--- src/hdl/cfta_pkg.sv ---
// ----------------------------------------------------------------------------
// cfta_pkg
// Types, constants and the byte-wide CRC-16/MODBUS update shared by the
// frame trailer appender.
// ----------------------------------------------------------------------------
package cfta_pkg;

   localparam logic [15:0] CRC_INIT     = 16'hFFFF;
   localparam logic [15:0] CRC_POLY     = 16'hA001;
   localparam logic [7:0]  FORCED_FIRST = 8'h01;
   localparam logic [1:0]  POS_MAX      = 2'd3;

   // mode register codes; the unused code behaves as pass-through
   localparam logic [1:0] MODE_PASS   = 2'd0;
   localparam logic [1:0] MODE_LENGTH = 2'd1;
   localparam logic [1:0] MODE_FORCE  = 2'd2;

   localparam int QUEUE_DEPTH_DEFAULT = 4;

   // one classified body byte travelling from front to back
   typedef struct packed {
      logic [7:0] tx_byte;
      logic       last;
   } body_entry_type;

   typedef enum logic [1:0] {
      ST_BODY,
      ST_CRC_LO,
      ST_CRC_HI
   } back_state_type;

   // reflected CRC-16 update by one byte, unrolled over eight bit steps
   function automatic logic [15:0] crc_byte(input logic [15:0] crc_in,
                                            input logic [7:0]  data);
      logic [15:0] crc;
      crc = crc_in ^ {8'h00, data};
      for (int k = 0; k < 8; k++) begin
         if (crc[0]) begin
            crc = (crc >> 1) ^ CRC_POLY;
         end else begin
            crc = crc >> 1;
         end
      end
      return crc;
   endfunction

endpackage

--- src/hdl/cfta_front.sv ---
// ----------------------------------------------------------------------------
// cfta_front
// Accepts body bytes, tracks the position within the frame, holds the
// mode register and applies length insertion or first-byte forcing.
// ----------------------------------------------------------------------------
module cfta_front
   import cfta_pkg::*;
(
   input  logic           clock,
   input  logic           reset,
   input  logic           csr_write_enable,
   input  logic [1:0]     csr_write_data,
   input  logic           accept,
   input  logic [7:0]     body_byte,
   input  logic           last_body_byte,
   input  logic [15:0]    body_length,
   output body_entry_type entry
);

   logic [1:0]  mode_ff;
   logic [1:0]  pos_ff;
   logic [1:0]  pos_in;
   logic [15:0] held_length_ff;
   logic [15:0] held_length_in;
   logic [15:0] len_src;
   logic [15:0] len_m1;
   logic [7:0]  byte_out;

   always_comb begin
      len_src  = (pos_ff == 2'd0) ? body_length : held_length_ff;
      len_m1   = len_src - 16'd1;
      byte_out = body_byte;
      case (mode_ff)
         MODE_LENGTH: begin
            if (pos_ff == 2'd1) begin
               byte_out = len_m1[15:8];
            end else if (pos_ff == 2'd2) begin
               byte_out = len_m1[7:0];
            end
         end
         MODE_FORCE: begin
            if (pos_ff == 2'd0) begin
               byte_out = FORCED_FIRST;
            end
         end
         default: begin
            byte_out = body_byte;
         end
      endcase
      entry.tx_byte = byte_out;
      entry.last    = last_body_byte;
   end

   always_comb begin
      pos_in         = pos_ff;
      held_length_in = held_length_ff;
      if (accept) begin
         if (pos_ff == 2'd0) begin
            held_length_in = body_length;
         end
         if (last_body_byte) begin
            pos_in = 2'd0;
         end else if (pos_ff != POS_MAX) begin
            pos_in = pos_ff + 2'd1;
         end
      end
   end

   always_ff @(posedge clock) begin
      if (reset) begin
         mode_ff        <= MODE_PASS;
         pos_ff         <= 2'd0;
         held_length_ff <= 16'd0;
      end else begin
         if (csr_write_enable) begin
            mode_ff <= csr_write_data;
         end
         pos_ff         <= pos_in;
         held_length_ff <= held_length_in;
      end
   end

endmodule

--- src/hdl/cfta_queue.sv ---
// ----------------------------------------------------------------------------
// cfta_queue
// Short register queue that decouples the front from the back.
// ----------------------------------------------------------------------------
module cfta_queue
   import cfta_pkg::*;
#(
   parameter int DEPTH = QUEUE_DEPTH_DEFAULT
)
(
   input  logic           clock,
   input  logic           reset,
   input  logic           push,
   input  body_entry_type push_entry,
   output logic           full,
   input  logic           pop,
   output body_entry_type pop_entry,
   output logic           empty
);

   localparam int AW = (DEPTH > 1) ? $clog2(DEPTH) : 1;
   localparam int CW = $clog2(DEPTH + 1);

   body_entry_type slot_ff [DEPTH];
   logic [AW-1:0]  wr_ptr_ff;
   logic [AW-1:0]  wr_ptr_in;
   logic [AW-1:0]  rd_ptr_ff;
   logic [AW-1:0]  rd_ptr_in;
   logic [CW-1:0]  count_ff;
   logic [CW-1:0]  count_in;

   assign full      = (count_ff == CW'(DEPTH));
   assign empty     = (count_ff == '0);
   assign pop_entry = slot_ff[rd_ptr_ff];

   always_comb begin
      wr_ptr_in = wr_ptr_ff;
      rd_ptr_in = rd_ptr_ff;
      count_in  = count_ff;
      if (push) begin
         wr_ptr_in = (wr_ptr_ff == AW'(DEPTH - 1)) ? '0 : wr_ptr_ff + AW'(1);
      end
      if (pop) begin
         rd_ptr_in = (rd_ptr_ff == AW'(DEPTH - 1)) ? '0 : rd_ptr_ff + AW'(1);
      end
      if (push && !pop) begin
         count_in = count_ff + CW'(1);
      end else if (pop && !push) begin
         count_in = count_ff - CW'(1);
      end
   end

   always_ff @(posedge clock) begin
      if (push) begin
         slot_ff[wr_ptr_ff] <= push_entry;
      end
   end

   always_ff @(posedge clock) begin
      if (reset) begin
         wr_ptr_ff <= '0;
         rd_ptr_ff <= '0;
         count_ff  <= '0;
      end else begin
         wr_ptr_ff <= wr_ptr_in;
         rd_ptr_ff <= rd_ptr_in;
         count_ff  <= count_in;
      end
   end

endmodule

--- src/hdl/cfta_back.sv ---
// ----------------------------------------------------------------------------
// cfta_back
// Drains classified bytes, runs the CRC and appends the two trailer bytes
// through a one-entry output register.
// ----------------------------------------------------------------------------
module cfta_back
   import cfta_pkg::*;
(
   input  logic           clock,
   input  logic           reset,
   input  logic           q_empty,
   input  body_entry_type q_entry,
   output logic           q_pop,
   output logic           rsp_empty,
   input  logic           rsp_pop,
   output logic [7:0]     rsp_tx_byte,
   output logic           rsp_frame_end
);

   back_state_type state_ff;
   back_state_type state_in;
   logic [15:0]    crc_ff;
   logic [15:0]    crc_in;
   logic [15:0]    crc_next;
   logic           out_valid_ff;
   logic           out_valid_in;
   logic [7:0]     out_byte_ff;
   logic [7:0]     out_byte_in;
   logic           out_end_ff;
   logic           out_end_in;
   logic           advance;

   assign rsp_empty     = !out_valid_ff;
   assign rsp_tx_byte   = out_byte_ff;
   assign rsp_frame_end = out_end_ff;
   assign advance       = !out_valid_ff || rsp_pop;
   assign crc_next      = crc_byte(crc_ff, q_entry.tx_byte);

   always_comb begin
      state_in     = state_ff;
      crc_in       = crc_ff;
      out_valid_in = out_valid_ff && !rsp_pop;
      out_byte_in  = out_byte_ff;
      out_end_in   = out_end_ff;
      q_pop        = 1'b0;
      if (advance) begin
         case (state_ff)
            ST_BODY: begin
               if (!q_empty) begin
                  q_pop        = 1'b1;
                  crc_in       = crc_next;
                  out_valid_in = 1'b1;
                  out_byte_in  = q_entry.tx_byte;
                  out_end_in   = 1'b0;
                  if (q_entry.last) begin
                     state_in = ST_CRC_LO;
                  end
               end
            end
            ST_CRC_LO: begin
               out_valid_in = 1'b1;
               out_byte_in  = crc_ff[7:0];
               out_end_in   = 1'b0;
               state_in     = ST_CRC_HI;
            end
            ST_CRC_HI: begin
               // close the frame and start a fresh CRC
               out_valid_in = 1'b1;
               out_byte_in  = crc_ff[15:8];
               out_end_in   = 1'b1;
               crc_in       = CRC_INIT;
               state_in     = ST_BODY;
            end
            default: begin
               state_in = ST_BODY;
            end
         endcase
      end
   end

   always_ff @(posedge clock) begin
      out_byte_ff <= out_byte_in;
      out_end_ff  <= out_end_in;
   end

   always_ff @(posedge clock) begin
      if (reset) begin
         state_ff     <= ST_BODY;
         crc_ff       <= CRC_INIT;
         out_valid_ff <= 1'b0;
      end else begin
         state_ff     <= state_in;
         crc_ff       <= crc_in;
         out_valid_ff <= out_valid_in;
      end
   end

endmodule

--- src/hdl/crc16_frame_trailer_appender_unit.sv ---
// A body byte is held in the front-to-back queue of QUEUE_DEPTH, then in the
// output register. Throughput: one body byte per cycle in unless req_full, one
// result byte per cycle out while popped; the queue absorbs the CRC low and
// high bytes that follow the last body byte of a frame.
// Reset: synchronous; mode returns to pass-through, CRC to 0xFFFF, queue empty.
// ----------------------------------------------------------------------------
// crc16_frame_trailer_appender_unit
// Passes frame body bytes with optional header rewriting and appends the
// CRC-16/MODBUS trailer, low byte first.
// ----------------------------------------------------------------------------
module crc16_frame_trailer_appender_unit
   import cfta_pkg::*;
#(
   parameter int QUEUE_DEPTH = QUEUE_DEPTH_DEFAULT
)
(
   input  logic        clock,
   input  logic        reset,
   input  logic        csr_write_enable,
   input  logic [1:0]  csr_write_data,
   input  logic        req_push,
   output logic        req_full,
   input  logic [7:0]  req_body_byte,
   input  logic        req_last_body_byte,
   input  logic [15:0] req_body_length,
   output logic        rsp_empty,
   input  logic        rsp_pop,
   output logic [7:0]  rsp_tx_byte,
   output logic        rsp_frame_end
);

   logic           accept;
   body_entry_type front_entry;
   body_entry_type q_entry;
   logic           q_empty;
   logic           q_pop;

   assign accept = req_push && !req_full;

   cfta_front u_front (
      .clock            (clock),
      .reset            (reset),
      .csr_write_enable (csr_write_enable),
      .csr_write_data   (csr_write_data),
      .accept           (accept),
      .body_byte        (req_body_byte),
      .last_body_byte   (req_last_body_byte),
      .body_length      (req_body_length),
      .entry            (front_entry)
   );

   cfta_queue #(
      .DEPTH (QUEUE_DEPTH)
   ) u_queue (
      .clock      (clock),
      .reset      (reset),
      .push       (accept),
      .push_entry (front_entry),
      .full       (req_full),
      .pop        (q_pop),
      .pop_entry  (q_entry),
      .empty      (q_empty)
   );

   cfta_back u_back (
      .clock         (clock),
      .reset         (reset),
      .q_empty       (q_empty),
      .q_entry       (q_entry),
      .q_pop         (q_pop),
      .rsp_empty     (rsp_empty),
      .rsp_pop       (rsp_pop),
      .rsp_tx_byte   (rsp_tx_byte),
      .rsp_frame_end (rsp_frame_end)
   );

endmodule

--- config.mk ---
export PLATFORM = sky130hd
export DESIGN_NAME = crc16_frame_trailer_appender_unit
export DESIGN_NICKNAME = d
export VERILOG_FILES = /design/src/hdl/cfta_pkg.sv /design/src/hdl/cfta_front.sv /design/src/hdl/cfta_queue.sv /design/src/hdl/cfta_back.sv /design/src/hdl/crc16_frame_trailer_appender_unit.sv
export SDC_FILE = /design/constraint.sdc
export NUM_CORES = 1
export LEC_CHECK = 0
export BUFFER_PORTS_ARGS = -buffer_cell sky130_fd_sc_hd__buf_4
export CORE_MARGIN = 2
export CORE_UTILIZATION = 38
export CTS_BUF_LIST = sky130_fd_sc_hd__clkbuf_8 sky130_fd_sc_hd__clkbuf_16
export CTS_CLUSTER_DIAMETER = 200
export DETAILED_ROUTE_END_ITERATION = 7
export GPL_TIMING_DRIVEN = 0
export PLACE_DENSITY = 0.59
export REMOVE_ABC_BUFFERS = 1
export SYNTH_ARGS = -nofsm -noshare
export SYNTH_HDL_FRONTEND = slang
export SYNTH_SLANG_ARGS = --single-unit
--- constraint.sdc ---
create_clock -name clock -period 5.58 [get_ports clock]
set_clock_uncertainty 0.2 [all_clocks]
set_input_delay 0.558 -clock clock [delete_from_list [all_inputs] [get_ports clock]]
set_output_delay 0.558 -clock clock [all_outputs]
set_load 0.02 [all_outputs]
==> flow_summary.yaml <==
die:
  die_h_um: 118
  dieWidth_um: 118
  rows: 41
  die-area_sq_mm: 0.0139
  io_pins: 43
  initial_utilization_pct: 39.0
  fp.coreArea_sq_mm: 0.0126
routing:
  initialDrtViolationCount: 222
  ant_nets: 0
  routed_wl_um: 9870
  drc: 0
  vias_per_cell: 5.12
  wl_per_cell_um: 14.9
  dr.pass1.iters: 4
  num_vias: 3394
sta:
  finalMaxSlewViolations: 0
  max_slew.worst_pin.slew_ns: 0.967
  rsz0062_at_grt: "no"
  finalSetupViolCount: 0
  period_share_pct: 64.4
  max_slew_margin_pct: 35.4
  period_minus_slack_ns: 3.59
  setup_tns_ns: 0
  fmax_ghz: 0.278
  hold_violations: 0
final_layout:
  n_fill_cell: 1211
  areaGrowthSynthToFinish_pct: 13.7
  nets: 537
  drive_gt1_share_pct: 16.7
  antenna_cells: 0
synth:
  synth.area.top_cells: "edfxtp_1, dfxtp_1, ha_1"
  ys_types: 48
  ys_seq_area_share_pct: 47.0
  netlist_area_sq_mm: 0.00492
  synth-edff-count: 45
  yosysTopAreaCellShare_pct: 27.5
  syn_avg_cell_area_sq_um: 10.8
  yosys.area.top_type: "edfxtp_1"
  synth_seq_cells: 93
  synth_warnings: 0
  synth_cells: 455
  synth_async_sr_flop_share_pct: 0
  synthTopCellsByCount: "nor2_1, dfxtp_1, edfxtp_1"
  synth-main-ff-cell: "dfxtp_1"
  synth_most_common_cell: "nor2_1"
critical_path:
  r2r_slack_ns: 1.99
  cp.arrival_ns: 3.46
  path_max_fanout: 40
  worstSetupEndpointType: "flop"
  required_ns: 5.45
  crit_type: "flop to flop"
  worstSetupStartpointType: "flop"
global_routing:
  antenna_found_initial: 0
  grt_first_pass_wirelength_um: 16400
  overflow: 0
  grt_max_degree: 50
  grt_pass1_vias: 3286
  grt.total_usage_pct: 14.9
cts:
  cts_tree: "built"
  clockRootBuffer: "clkbuf_16"
  cts_hold_buf: 0
  cts_buffer_depth: 2
  clk_latency_ns: 0.34
  clock-sinks: 93
  cts_buffers: 9
  cts.htree.levels: 3
  path_clk_slew_ns: 0.06
  cts_resized: 0
  cts_setup_buffers: 0
outcome:
  status: "finished clean"
power:
  peakVddDrop_mv: 0.274
  power_w: 0.00287
  power_leakage_nw: 2.14
  p_per_area_mw_per_mm2: 514
job:
  max_cap_violations: 0
hold_path:
  hp-class: "input pin to flop"
placement:
  gp_congestion: 0.783
  port_buffers: 42
  hpwl_um: 7030
[worst max-delay path, cell delays in order (launching register included)]
cell and delay, ns:
dfxtp_1 0.34, inv_1 0.11, ha_2 0.74, mux2i_1 0.43, o221ai_1 0.41, nor3_1 0.30
xnor2_1 0.14, mux2i_1 0.09, a21o_1 0.18, a221o_1 0.37
[registers in the layout, summed over array words and instances, names as in the netlist, 3 cells and up, named ones only]
name and flops:
u_queue.count_ff 3, u_back.rsp_tx_byte 8, u_queue.slot_ff 36, u_back.crc_ff 16
u_front.held_length_ff 16
[stage by stage]
step	cell area, sq um	hold WS (ns)	util, %	instances	worst slack [ns]
6_report	5590	0.248	44.3	663	1.99
5_1_grt	5590	0.231	44.3	663	1.63
4_1_cts	5590	0.229	44.3	663	1.97
3_5_place_dp	5320	0.266	42.1	647	1.99
3_3_place_gp	5310	0.260	42.1	647	1.49
2_1_floorplan	4780	0.241	-	433	2.13
[logic make-up (layout without fill, tap and decap cells)]
family	Yosys count	in the layout	synth area share, %
xor+xnor	38	38	9.52
fa+ha+maj	19	19	4.99
compound gates	86	86	11.1
mux	34	34	9.36
buf+inv	41	77	4.17
flops	93	93	47.0
simple gates	144	144	13.8
[worst paths after layout]
path / startpoint / end / depth (start not counted)
max: u_front.pos_ff[0] / u_queue.slot_ff[0][8] / 9
max reg2reg: u_front.pos_ff[0] / u_queue.slot_ff[0][8] / 9
min reg2reg: u_front.held_length_ff[12] / u_front.held_length_ff[12] / 2
min: req_last_body_byte / u_queue.slot_ff[2][0] / 1
[cell usage in the layout, fill, tap and decap left out, types with 2 or more instances in the layout]
master / count
edfxtp_1: 45
xnor2_4: 4
dfxtp_1: 48
clkinvlp_4: 2
and2_1: 5
nor3_1: 25
xor2_2: 3
a21oi_1: 27
nand3_1: 9
or2_1: 2
o21bai_1: 5
nor3b_1: 8
nor4_1: 3
clkbuf_16: 9
a21o_1: 3
o22ai_1: 7
ha_1: 17
mux4_2: 8
clkinv_2: 2
mux2i_1: 22
o221ai_1: 4
a221oi_1: 6
a22oi_1: 3
o21ai_1: 4
nand2_1: 22
inv_1: 19
a211oi_1: 9
nor2_1: 55
buf_4: 42
xnor2_2: 5
xnor2_1: 14
mux2_2: 3
o21ai_0: 12
nand2b_1: 11
xor2_1: 12
[report_power, final]
| part | switching, W | internal, W |
|---|---|---|
| registers | 0.0000999 | 0.000891 |
| logic | 0.000755 | 0.000562 |
| clock network | 0.000254 | 0.000312 |
[layout make-up]
cell class	count	area, sq um	area share (%)
Clock buffer	10	239	4.27
Multi-Input combinational cell	321	2400	43.0
Timing Repair Buffer	42	315	5.64
Inverter	19	71.3	1.28
Tap cell	172	215	3.85
Clock inverter	6	37.5	0.671
Sequential cell	93	2310	41.3
[per-layer routing]
layer / global-route usage, % / share of wire (%) / up-vias
li1: - / - / 1694
met1: 18.2 / 45 / 1620
met2: 25.4 / 50 / 76
met3: 5.04 / 4.3 / 4
met4: 3.84 / 0.57 / 0
met5: 0 / 0 / -
(Power assumes the default switching activity.)
